**src/rtl/core/pts_pkg.sv**
```systemverilog
// shared types and constants of the priority task sorter
// no dependencies
`default_nettype none

package pts_pkg;

	localparam int PRIO_W   = 16;
	localparam int HANDLE_W = 32;
	localparam int CAP_W    = 5;

	localparam logic [CAP_W-1:0] CAP_RESET = 5'd16;

	localparam logic REQ_REGISTER = 1'b0;
	localparam logic REQ_EXECUTE  = 1'b1;

	typedef struct packed {
		logic signed [PRIO_W-1:0] prio;
		logic [HANDLE_W-1:0]      handle;
	} entry_t;

endpackage

`default_nettype wire

```
**src/rtl/core/pts_store.sv**
```systemverilog
// task table memory: one write port, one read port with registered data
// depends on pts_pkg
`default_nettype none

module pts_store #(
	parameter int DEPTH = 16,
	parameter int AW    = 4
) (
	input  wire logic              clk,
	input  wire logic              we,
	input  wire logic [AW-1:0]     waddr,
	input  wire pts_pkg::entry_t   wdata,
	input  wire logic              re,
	input  wire logic [AW-1:0]     raddr,
	output pts_pkg::entry_t        rdata
);

	pts_pkg::entry_t mem [DEPTH];

	always_ff @(posedge clk) begin
		if (we) begin
			mem[waddr] <= wdata;
		end
		if (re) begin
			rdata <= mem[raddr];
		end
	end

endmodule

`default_nettype wire

```
**src/rtl/core/pts_seq.sv**
```systemverilog
// sequencer of the priority task sorter: insertion by backward shift and
// in-order readout, one signed compare unit, output register
// depends on pts_pkg and pts_store
`default_nettype none

module pts_seq #(
	parameter int MAX_TASKS = 16,
	parameter int AW        = 4,
	parameter int CW        = 5
) (
	input  wire logic                          clk,
	input  wire logic                          arst_n,
	input  wire logic [pts_pkg::CAP_W-1:0]     capacity,
	input  wire logic                          in_valid,
	output logic                               in_ready,
	input  wire logic                          in_req,
	input  wire pts_pkg::entry_t               in_entry,
	output logic                               out_valid,
	input  wire logic                          out_ready,
	output pts_pkg::entry_t                    out_entry,
	output logic                               out_last
);

	localparam int LW = (CW > pts_pkg::CAP_W) ? CW : pts_pkg::CAP_W;

	typedef enum logic [1:0] {
		ST_IDLE,
		ST_INS_CMP,
		ST_INS_PUT,
		ST_EX_LOAD
	} state_t;

	state_t          state_q;
	logic [CW-1:0]   count_q;
	logic [CW-1:0]   k_q;
	logic [CW-1:0]   i_q;
	pts_pkg::entry_t new_q;
	logic            out_valid_q;
	pts_pkg::entry_t out_entry_q;
	logic            out_last_q;

	logic            we;
	logic [AW-1:0]   waddr;
	pts_pkg::entry_t wdata;
	logic            re;
	logic [AW-1:0]   raddr;
	pts_pkg::entry_t rdata;

	logic            accept;
	logic            full;
	logic            less;
	logic            out_free;
	logic            load_out;
	logic            is_last;
	logic [CW-1:0]   cnt_m1;
	logic [CW-1:0]   cnt_p1;
	logic [CW-1:0]   k_m1;
	logic [CW-1:0]   k_m2;
	logic [CW-1:0]   i_p1;

	pts_store #(
		.DEPTH (MAX_TASKS),
		.AW    (AW)
	) u_store (
		.clk   (clk),
		.we    (we),
		.waddr (waddr),
		.wdata (wdata),
		.re    (re),
		.raddr (raddr),
		.rdata (rdata)
	);

	assign in_ready  = (state_q == ST_IDLE);
	assign accept    = in_valid && in_ready;
	assign full      = (LW'(count_q) >= LW'(capacity)) || (count_q == CW'(MAX_TASKS));
	assign cnt_m1    = count_q - CW'(1);
	assign cnt_p1    = count_q + CW'(1);
	assign k_m1      = k_q - CW'(1);
	assign k_m2      = k_q - CW'(2);
	assign i_p1      = i_q + CW'(1);
	assign is_last   = (i_q == cnt_m1);
	assign out_free  = !out_valid_q || out_ready;
	assign load_out  = (state_q == ST_EX_LOAD) && out_free;
	// the shared compare: stored entry moves up while it ranks below the new one
	assign less      = $signed(rdata.prio) < $signed(new_q.prio);

	assign out_valid = out_valid_q;
	assign out_entry = out_entry_q;
	assign out_last  = out_last_q;

	always_comb begin
		we    = 1'b0;
		waddr = k_q[AW-1:0];
		wdata = new_q;
		re    = 1'b0;
		raddr = '0;
		case (state_q)
			ST_IDLE: begin
				if (accept && in_req == pts_pkg::REQ_REGISTER && !full) begin
					if (count_q == '0) begin
						we    = 1'b1;
						waddr = '0;
						wdata = in_entry;
					end else begin
						re    = 1'b1;
						raddr = cnt_m1[AW-1:0];
					end
				end else if (accept && in_req == pts_pkg::REQ_EXECUTE && count_q != '0) begin
					re    = 1'b1;
					raddr = '0;
				end
			end
			ST_INS_CMP: begin
				we = 1'b1;
				if (less) begin
					wdata = rdata;
					if (k_q != CW'(1)) begin
						re    = 1'b1;
						raddr = k_m2[AW-1:0];
					end
				end
			end
			ST_INS_PUT: begin
				we = 1'b1;
			end
			ST_EX_LOAD: begin
				if (out_free && !is_last) begin
					re    = 1'b1;
					raddr = i_p1[AW-1:0];
				end
			end
			default: begin
				we = 1'b0;
			end
		endcase
	end

	always_ff @(posedge clk or negedge arst_n) begin
		if (!arst_n) begin
			state_q     <= ST_IDLE;
			count_q     <= '0;
			k_q         <= '0;
			i_q         <= '0;
			new_q       <= '0;
			out_valid_q <= 1'b0;
			out_entry_q <= '0;
			out_last_q  <= 1'b0;
		end else begin
			if (load_out) begin
				out_valid_q <= 1'b1;
			end else if (out_valid_q && out_ready) begin
				out_valid_q <= 1'b0;
			end
			case (state_q)
				ST_IDLE: begin
					if (accept && in_req == pts_pkg::REQ_REGISTER && !full) begin
						new_q <= in_entry;
						if (count_q == '0) begin
							count_q <= cnt_p1;
						end else begin
							k_q     <= count_q;
							state_q <= ST_INS_CMP;
						end
					end else if (accept && in_req == pts_pkg::REQ_EXECUTE && count_q != '0) begin
						i_q     <= '0;
						state_q <= ST_EX_LOAD;
					end
				end
				ST_INS_CMP: begin
					if (less) begin
						k_q <= k_m1;
						if (k_q == CW'(1)) begin
							state_q <= ST_INS_PUT;
						end
					end else begin
						count_q <= cnt_p1;
						state_q <= ST_IDLE;
					end
				end
				ST_INS_PUT: begin
					count_q <= cnt_p1;
					state_q <= ST_IDLE;
				end
				ST_EX_LOAD: begin
					if (out_free) begin
						out_entry_q <= rdata;
						out_last_q  <= is_last;
						if (is_last) begin
							state_q <= ST_IDLE;
						end else begin
							i_q <= i_p1;
						end
					end
				end
				default: begin
					state_q <= ST_IDLE;
				end
			endcase
		end
	end

endmodule

`default_nettype wire

```
**src/rtl/core/priority_task_sorter_unit.sv**
```systemverilog
// channel   dir  handshake                    payload
// request   in   s_axis_tvalid/s_axis_tready  tuser: req_type; tdata: priority, handle
// result    out  m_axis_tvalid/m_axis_tready  tdata: handle, priority; tlast: last
// config    in   cfg_we                       cfg_wdata: capacity_in_use
//
// register request: written directly into an empty table, else each lower-priority entry
// is moved down in turn, paced by the single memory read port and the compare unit
// execute request: the first entry is fetched, then one result per cycle while
// m_axis_tready is high; s_axis_tready stays low until the last result is loaded
// reset leaves the table empty and capacity 16; stalls hold the output register
//
// top level of the priority task sorter; depends on pts_pkg, pts_seq
`default_nettype none

module priority_task_sorter_unit #(
	parameter int MAX_TASKS = 16
) (
	input  wire logic                        clk,
	input  wire logic                        arst_n,
	input  wire logic                        s_axis_tvalid,
	output logic                             s_axis_tready,
	// [15:0] priority_req, [47:16] task_handle
	input  wire logic [47:0]                 s_axis_tdata,
	// [0] req_type
	input  wire logic [0:0]                  s_axis_tuser,
	output logic                             m_axis_tvalid,
	input  wire logic                        m_axis_tready,
	// [31:0] task_handle_out, [47:32] priority_out
	output logic [47:0]                      m_axis_tdata,
	output logic                             m_axis_tlast,
	input  wire logic                        cfg_we,
	input  wire logic [pts_pkg::CAP_W-1:0]   cfg_wdata
);

	localparam int AW = (MAX_TASKS > 1) ? $clog2(MAX_TASKS) : 1;
	localparam int CW = $clog2(MAX_TASKS + 1);

	logic [pts_pkg::CAP_W-1:0] cap_q;
	pts_pkg::entry_t           in_entry;
	pts_pkg::entry_t           out_entry;

	always_ff @(posedge clk or negedge arst_n) begin
		if (!arst_n) begin
			cap_q <= pts_pkg::CAP_RESET;
		end else if (cfg_we) begin
			cap_q <= cfg_wdata;
		end
	end

	assign in_entry.prio   = s_axis_tdata[15:0];
	assign in_entry.handle = s_axis_tdata[47:16];

	pts_seq #(
		.MAX_TASKS (MAX_TASKS),
		.AW        (AW),
		.CW        (CW)
	) u_seq (
		.clk       (clk),
		.arst_n    (arst_n),
		.capacity  (cap_q),
		.in_valid  (s_axis_tvalid),
		.in_ready  (s_axis_tready),
		.in_req    (s_axis_tuser[0]),
		.in_entry  (in_entry),
		.out_valid (m_axis_tvalid),
		.out_ready (m_axis_tready),
		.out_entry (out_entry),
		.out_last  (m_axis_tlast)
	);

	assign m_axis_tdata = {out_entry.prio, out_entry.handle};

endmodule

`default_nettype wire

```
**config.mk**
```make
export PLATFORM = sky130hd
export DESIGN_NAME = priority_task_sorter_unit
export DESIGN_NICKNAME = d
export VERILOG_FILES = /design/src/rtl/core/pts_pkg.sv /design/src/rtl/core/pts_store.sv /design/src/rtl/core/pts_seq.sv /design/src/rtl/core/priority_task_sorter_unit.sv
export SDC_FILE = /design/constraint.sdc
export NUM_CORES = 1
export LEC_CHECK = 0
export ABC_AREA = 1
export BUFFER_PORTS_ARGS = -buffer_cell sky130_fd_sc_hd__buf_2
export CAP_MARGIN = 20
export CORE_MARGIN = 1
export CORE_UTILIZATION = 55
export CTS_CLUSTER_DIAMETER = 100
export DETAILED_ROUTE_END_ITERATION = 10
export PLACE_DENSITY = 0.74
export RECOVER_POWER = 100
export SETUP_SLACK_MARGIN = 0.05
export SLEW_MARGIN = 10
export SYNTH_ARGS = -nofsm -noshare
export SYNTH_HDL_FRONTEND = slang
export SYNTH_SLANG_ARGS = --single-unit
```
**constraint.sdc**
```tcl
create_clock -name clk -period 4.5 [get_ports clk]
set_clock_uncertainty 0.05 [all_clocks]
set_input_delay 0.45 -clock clk [delete_from_list [all_inputs] [get_ports clk]]
set_output_delay 0.45 -clock clk [all_outputs]
set_load 0.02 [all_outputs]
```
# [Word-level counts from Yosys, hierarchy flattened]
# Memory sizes are Yosys's and may differ from the RTL's. A register that Yosys moved wholly into a read port is not among the register bits.
# Cells that the tools add are included.
[op_classes] n_shift=0 n_lt_le_gt_ge=2 n_mul=0 n_mux=48 n_addsub=5 n_div=0 bitwise_logic=1 n_eq_ne=20 n_reduce_logical=27
[op_table] op="$mux 48" count=3
[op_table] op="$pmux 48 s2" count=1
[op_table] op="$mux 5" count=10
[op_table] op="$mux 4" count=8
[op_table] op="$pmux 5 s2" count=2
[op_table] op="$lt 16x16->1" count=1
[op_table] op="$pmux 5 s3" count=1
[op_table] op="$mux 2" count=7
[op_table] op="$ne 2x2->1 const B" count=7
[op_table] op="$mux 1" count=12
[op_table] op="$pmux 4 s3" count=1
[op_table] op="$add 5x1->5 const B" count=2
[op_table] op="$reduce_and 5->1" count=2
[op_table] op="$sub 5x1->5 const B" count=2
[op_table] op="$ne 3x3->1 const B" count=3
[op_table] op="$logic_and 1x1->1" count=8
[op_table] op="$pmux 2 s4" count=1
[op_table] op="$reduce_and 4->1" count=2
[op_table] op="$ne 2x1->1 const B" count=3
[op_table] op="$reduce_bool 2->1" count=3
[op_table] op="$eq 5x1->1 const B" count=1
[op_table] op="$eq 5x5->1" count=1
[op_table] op="$eq 5x5->1 const B" count=1
[op_table] op="$ge 5x5->1" count=1
[op_table] op="15 further kinds" count=20
[totals] mem_count=1 ff_bits=120 rom_bits=0 ram_bits=768 latch_bits=0
[mem_list] name="u_seq.u_store.mem" words=16 width=48 read_ports=1 rd_ports_with_merged_regs=1 write_ports=1 line="pts_store.sv:18" source="pts_pkg::entry_t mem [DEPTH];"

# [Logic depth before layout (Yosys ltp)]
[logic_depth] ltp_word=8 mapped_depth=21

# [Hierarchy]
# Synthesis repeated with hierarchy kept, for this count alone.
[hier_totals] hier_cells=4073 hier_area_um2=41925.2
[by_module_without_submodules] mod="pts_store" cells_per_inst=3165 n_inst=1 seq_area_each_um2=24503.5 area_per_inst_um2=34469.3
[by_module_without_submodules] mod="pts_seq" cells_per_inst=887 n_inst=1 seq_area_each_um2=2877.8 area_per_inst_um2=7269.5
[by_module_without_submodules] mod="priority_task_sorter_unit" cells_per_inst=21 n_inst=1 seq_area_each_um2=126.4 area_per_inst_um2=186.4

# [Least setup slack after synthesis]
# OpenSTA, ideal clock, no wires.
[synth_timing] path_type="register to register" start="register cap_q[4] in the netlist's numbering" end="memory u_seq.u_store.mem[10][0] in the netlist's numbering, enable pin" path_stages_with_launch=12 arrival_ns=4.258 slack_ns=-0.262 setup_time_ns=0.454 synth_period_minus_slack_ns=4.762 path_buffers=0 path_cell_list="dfstp_2 inv_1 ha_1 a21oi_1 o211ai_1 a21oi_2 nand3_2 nor2_2 inv_1 a21oi_1 nand4_1 nor2_1"
[synth_between] elab_chain_len=8 elab_cells_between_ends=10
[synth_lines] element="start, declared" line="priority_task_sorter_unit.sv:38" source="logic [pts_pkg::CAP_W-1:0] cap_q;"
[synth_lines] element="start signal, assigned" line="priority_task_sorter_unit.sv:44" source="cap_q <= pts_pkg::CAP_RESET;"
[synth_lines] element="start signal, assigned" line="priority_task_sorter_unit.sv:46" source="cap_q <= cfg_wdata;"
[synth_lines] element="$ge 5x5->1 (*)" line="pts_seq.sv:76" source="assign full = (LW'(count_q) >= LW'(capacity)) || (count_q == CW'(MAX_TASKS));"
[synth_lines] element="$logic_or 1x1->1 (*)" line="pts_seq.sv:76"
[synth_lines] element="$logic_not 1->1 (*)" line="pts_seq.sv:100" source="if (accept && in_req == pts_pkg::REQ_REGISTER && !full) begin"
[synth_lines] element="$logic_and 1x1->1 (*)" line="pts_seq.sv:100"
[synth_lines] element="$mux 1" line="pts_seq.sv:100"
[synth_lines] element="$pmux 1 s2" line="pts_seq.sv:98" source="case (state_q)"
[synth_lines] element="$mux 1" line="pts_store.sv:21" source="if (we) begin"
[synth_lines] element="$mux 1 (implied by the code)" line="pts_store.sv:22" source="mem[waddr] <= wdata;"
[synth_lines] element="end, declared" line="pts_store.sv:18"
# Mark *: on every way between the ends. The rest lies on a longest branch, timed or not.

# [Worst setup path in the final report]
[layout_timing] start="register u_seq.state_q[0]" end="register u_seq.out_entry_q (netlist bit u_seq.out_entry[21])"
[layout_between] elab_chain_len=2
[layout_lines] element="start, declared" line="pts_seq.sv:33" source="state_t state_q;"
[layout_lines] element="start signal, assigned" line="pts_seq.sv:141" source="state_q <= ST_IDLE;"
[layout_lines] element="start signal, assigned" line="pts_seq.sv:163" source="state_q <= ST_INS_CMP;"
[layout_lines] element="start signal, assigned" line="pts_seq.sv:167" source="state_q <= ST_EX_LOAD;"
[layout_lines] element="$eq 2x2->1" line="pts_seq.sv:155" source="case (state_q)"
[layout_lines] element="$reduce_and 2->1 (no source line)"
[layout_lines] element="end signal, assigned" line="pts_seq.sv:187" source="out_entry_q <= rdata;"
[layout_lines] element="end, declared" line="pts_seq.sv:39" source="pts_pkg::entry_t out_entry_q;"
# No other way between the ends.
# A chain may end at the register's enable or synchronous reset.

==> flow_summary_export.csv <==
group,metric,value,unit
status,status,"finished with violations",
status,violations,"capacitance limit, slew limit",
yosys,synth_top_family_by_area,"simple AND/OR/NAND/NOR gates",
sta,rsz0062_at_grt,"no",
yosys,synth.ff_latch_count,936,
yosys,yosys.area.top_type,"edfxtp_1",
clocking,numCtsBuffers,93,
sta,period_share,94.0,%
clocking,cts_sinks,936,
sta,setup_ws,271,ps
yosys,synth-simple-area-share,21.2,%
sta,hold_violations,0,
placed_design,place_ws,526,ps
sta,finalCriticalPeriod,4230,ps
detailed_routing,num_vias,30700,
clocking,cts_tree,"yes",
detailed_routing,drt.antenna.violating_nets,0,
power_and_ir_drop,switching_share,40.1,%
yosys,async_reset_ff_share,12.8,%
clocking,root_buffer,"clkbuf_16",
final_layout,final_common_cell,"nand3_1",
sta,tightest_slew,3620,ps
floorplan,die_x,279,µm
detailed_routing,drt_drc_violations_left,0,
yosys,yosys.area.top_type_share,58.0,%
final_layout,syn_to_final_growth,12.2,%
grt,overflow,0,
final_layout,final_cell_mix,"923 x nand3_1, 816 x edfxtp_1, 657 x inv_1, 554 x nand2_1, 240 x nand3b_1",
clocking,ctsResizeCount,0,
clocking,clock_latency,650,ps
job,max-cap-violations,4,
detailed_routing,wl_per_cell,22.9,µm
power_and_ir_drop,power_switching,14600,µW
clocking,clockBufferDepth,3,
placed_design,hpwlAfterDp,63700,µm
final_layout,finish.utilization,62.4,%
yosys,synth-compound-area-share,2.94,%
final_layout,n_antenna_cell,0,
worst_setup_path,cp_max_fo,61,
worst_hold_path,hp-class,"in2reg",
final_layout,drive_gt1_share,9.05,%
worst_setup_path,path_class,"reg2reg",
grt,antenna_found_initial,1,
power_and_ir_drop,comb_power_share,38.2,%
detailed_routing,firstDrtPassIters,8,
grt,grt_pass1_vias,29000,
detailed_routing,wl_met2,54400,µm
floorplan,die-area,77900,µm²
placed_design,globalplace.congestion,0.878,
power_and_ir_drop,pwr-share-clk,22.6,%
yosys,ys_types,42,
floorplan,coreArea,75900,µm²
sta,relSlewSlack,-141,%
detailed_routing,route.met3.wl,14300,µm
power_and_ir_drop,p_int,21800,µW
clocking,clk_pin_slew,60,ps
worst_setup_path,startpoint,"u_seq.state_q[0]",
detailed_routing,wirelength,118000,µm
yosys,synthTopCellsByArea,"edfxtp_1 58%, nand3_1 11%, dfrtp_1 7.1%, inv_1 5.9%, nand2_1 4.9%",
placed_design,portBuffers,109,
floorplan,io_pins,110,
worst_setup_path,worstPathArrival,4710,ps
power_and_ir_drop,seq_power_share,39.1,%
worst_setup_path,rr_startpoint,"u_seq.state_q[0]",
sta,fmax,236,MHz
clocking,cts_max_level,3,
yosys,synth_cells,3939,
sta,maxSlewViolCount,223,
yosys,yosysSeqAreaShare,65.1,%
worst_setup_path,endpoint_kind,"register",
yosys,synth-adder-area-share,0.919,%
power_and_ir_drop,power_density,768,nW/µm²
grt,grt_max_degree,162,
worst_setup_path,critical_path.startpoint_type,"register",
worst_setup_path,cp_data_required_time,4980,ps
power_and_ir_drop,vdd_drop_max,0.585,mV
grt,grtUsageTotal,30.0,%
floorplan,rows,101,
grt,grt_pass1_wl,175000,µm
worst_hold_path,min_from,"s_axis_tdata[6]",
yosys,syn_area_per_cell,10.7,µm²
yosys,syn-cell-area,42200,µm²
yosys,synth_top_flop_cell,"edfxtp_1",
floorplan,initial_core_util,55.6,%
sta,setup_viol,0,
sta,finalSetupTns,0,ps
detailed_routing,highest_layer,"met5",
final_layout,layout.nets,4133,
yosys,synth-xor-area-share,0.187,%
detailed_routing,post_drt_via_cell_ratio,5.95,
power_and_ir_drop,p_leak,0.0194,µW
floorplan,die_y,279,µm
yosys,synth_edf_count,816,
yosys,ys_warn_count,0,
yosys,synth.area.mux_share,0.827,%
yosys,syn_nets,4029,
detailed_routing,initialDrtViolationCount,3875,
detailed_routing,m1WireLength,45600,µm
==> metal layers <==
metal | global-route usage (%) | vias to the layer above
li1 | - | 13600
met1 | 41.8 | 14700
met2 | 46.9 | 2038
met3 | 6.07 | 261
met4 | 10.4 | 4
met5 | 0 | -
==> final timing paths <==
kind                                  endpoint  slack [ps]  depth (start not counted)
setup reg to reg           u_seq.out_entry[21]         270                          4
max in group asynchronous      u_seq.new_q[46]         820                          3
hold reg to reg                 u_seq.new_q[6]         430                          2
hold / removal                 u_seq.new_q[38]          40                          3
setup / recovery           u_seq.out_entry[21]         270                          4
min in group asynchronous      u_seq.new_q[42]        1550                          2
==> cells by family after synthesis <==
kind of cell,count (synthesis)
multiplexers,31
flip-flops,936
buffers and inverters,916
XOR/XNOR,9
AO/OA/AOI/OAI,214
AND/OR/NAND/NOR,1802
adder cells (fa/ha/maj),31
==> synthesized netlist by cell type, types with 2 or more instances <==
| master | instances |
|---|---|
| a32oi_1 | 8 |
| o22ai_1 | 2 |
| xor2_1 | 7 |
| edfxtp_1 | 816 |
| a31oi_1 | 19 |
| nor2_2 | 2 |
| ha_1 | 31 |
| inv_2 | 6 |
| nor2_1 | 55 |
| nor4_1 | 2 |
| mux2_2 | 31 |
| nand4_1 | 10 |
| clkinv_1 | 3 |
| a21oi_1 | 33 |
| buf_6 | 5 |
| buf_1 | 18 |
| buf_2 | 100 |
| buf_4 | 34 |
| nand3_2 | 3 |
| clkbuf_1 | 91 |
| a21oi_2 | 2 |
| nand3_1 | 924 |
| nor3_1 | 4 |
| o221ai_1 | 21 |
| nand3b_1 | 240 |
| nand2_1 | 554 |
| inv_1 | 659 |
| xnor2_1 | 2 |
| o21ai_1 | 2 |
| o21ai_0 | 117 |
| o211ai_1 | 6 |
| a211oi_1 | 2 |
| nand2_2 | 3 |
| dfrtp_1 | 119 |
==> worst max-delay path, stage by stage (launching register included) <==
cell,delay (ps)
dfrtp_1,420
ha_1,370
nand2_1,2290
clkbuf_2,580
mux2_2,380
==> registers in the layout, indices dropped and copies added, names as in the netlist <==
| signal | flops |
|---|---|
| cap_q | 5 |
| u_seq.count_q | 5 |
| u_seq.i_q | 5 |
| u_seq.k_q | 5 |
| u_seq.new_q | 48 |
| u_seq.out_entry | 48 |
| u_seq.out_last | 1 |
| u_seq.out_valid | 1 |
| u_seq.state_q | 2 |
| u_seq.u_store.mem | 768 |
| u_seq.u_store.rdata | 48 |
==> cell type report <==
type                            count  area [µm²]
Clock buffer                      123        2630
Clock inverter                     52         631
Fill cell                        5836       28600
Inverter                          668        2520
Multi-Input combinational cell   2087       11200
Sequential cell                   936       27500
Tap cell                         1030        1290
Timing Repair Buffer              257        1620
==> power groups by stage <==
stage | sequential, µW | combinational (µW) | clock [µW]
global route | 14400 | 15000 | 8590
detailed placement | 14300 | 13800 | 0
global placement | 14300 | 13400 | 0
floorplan | 14400 | 8440 | 0
finish | 14200 | 13900 | 8240
CTS | 14200 | 13900 | 8270
==> per-stage QoR <==
step	total power, µW	hold slack [ps]	area (µm²)	std cells
after floorplan	22900	104	42200	3939
after global placement	27700	411	44300	4943
after detailed placement	28100	417	44300	4948
after CTS	36300	17.3	47700	5135
after global routing	37900	40.4	47400	5153
final	36400	37.1	47400	5153
==> repair_timing <==
| item | 4_1_cts | 5_1_grt |
|---|---|---|
| endpoints found under the hold margin | 65 | 0 |
| setup buffers | 0 | 0 |
| hold buffers | 12 | 0 |
(Power assumes the default switching activity.)
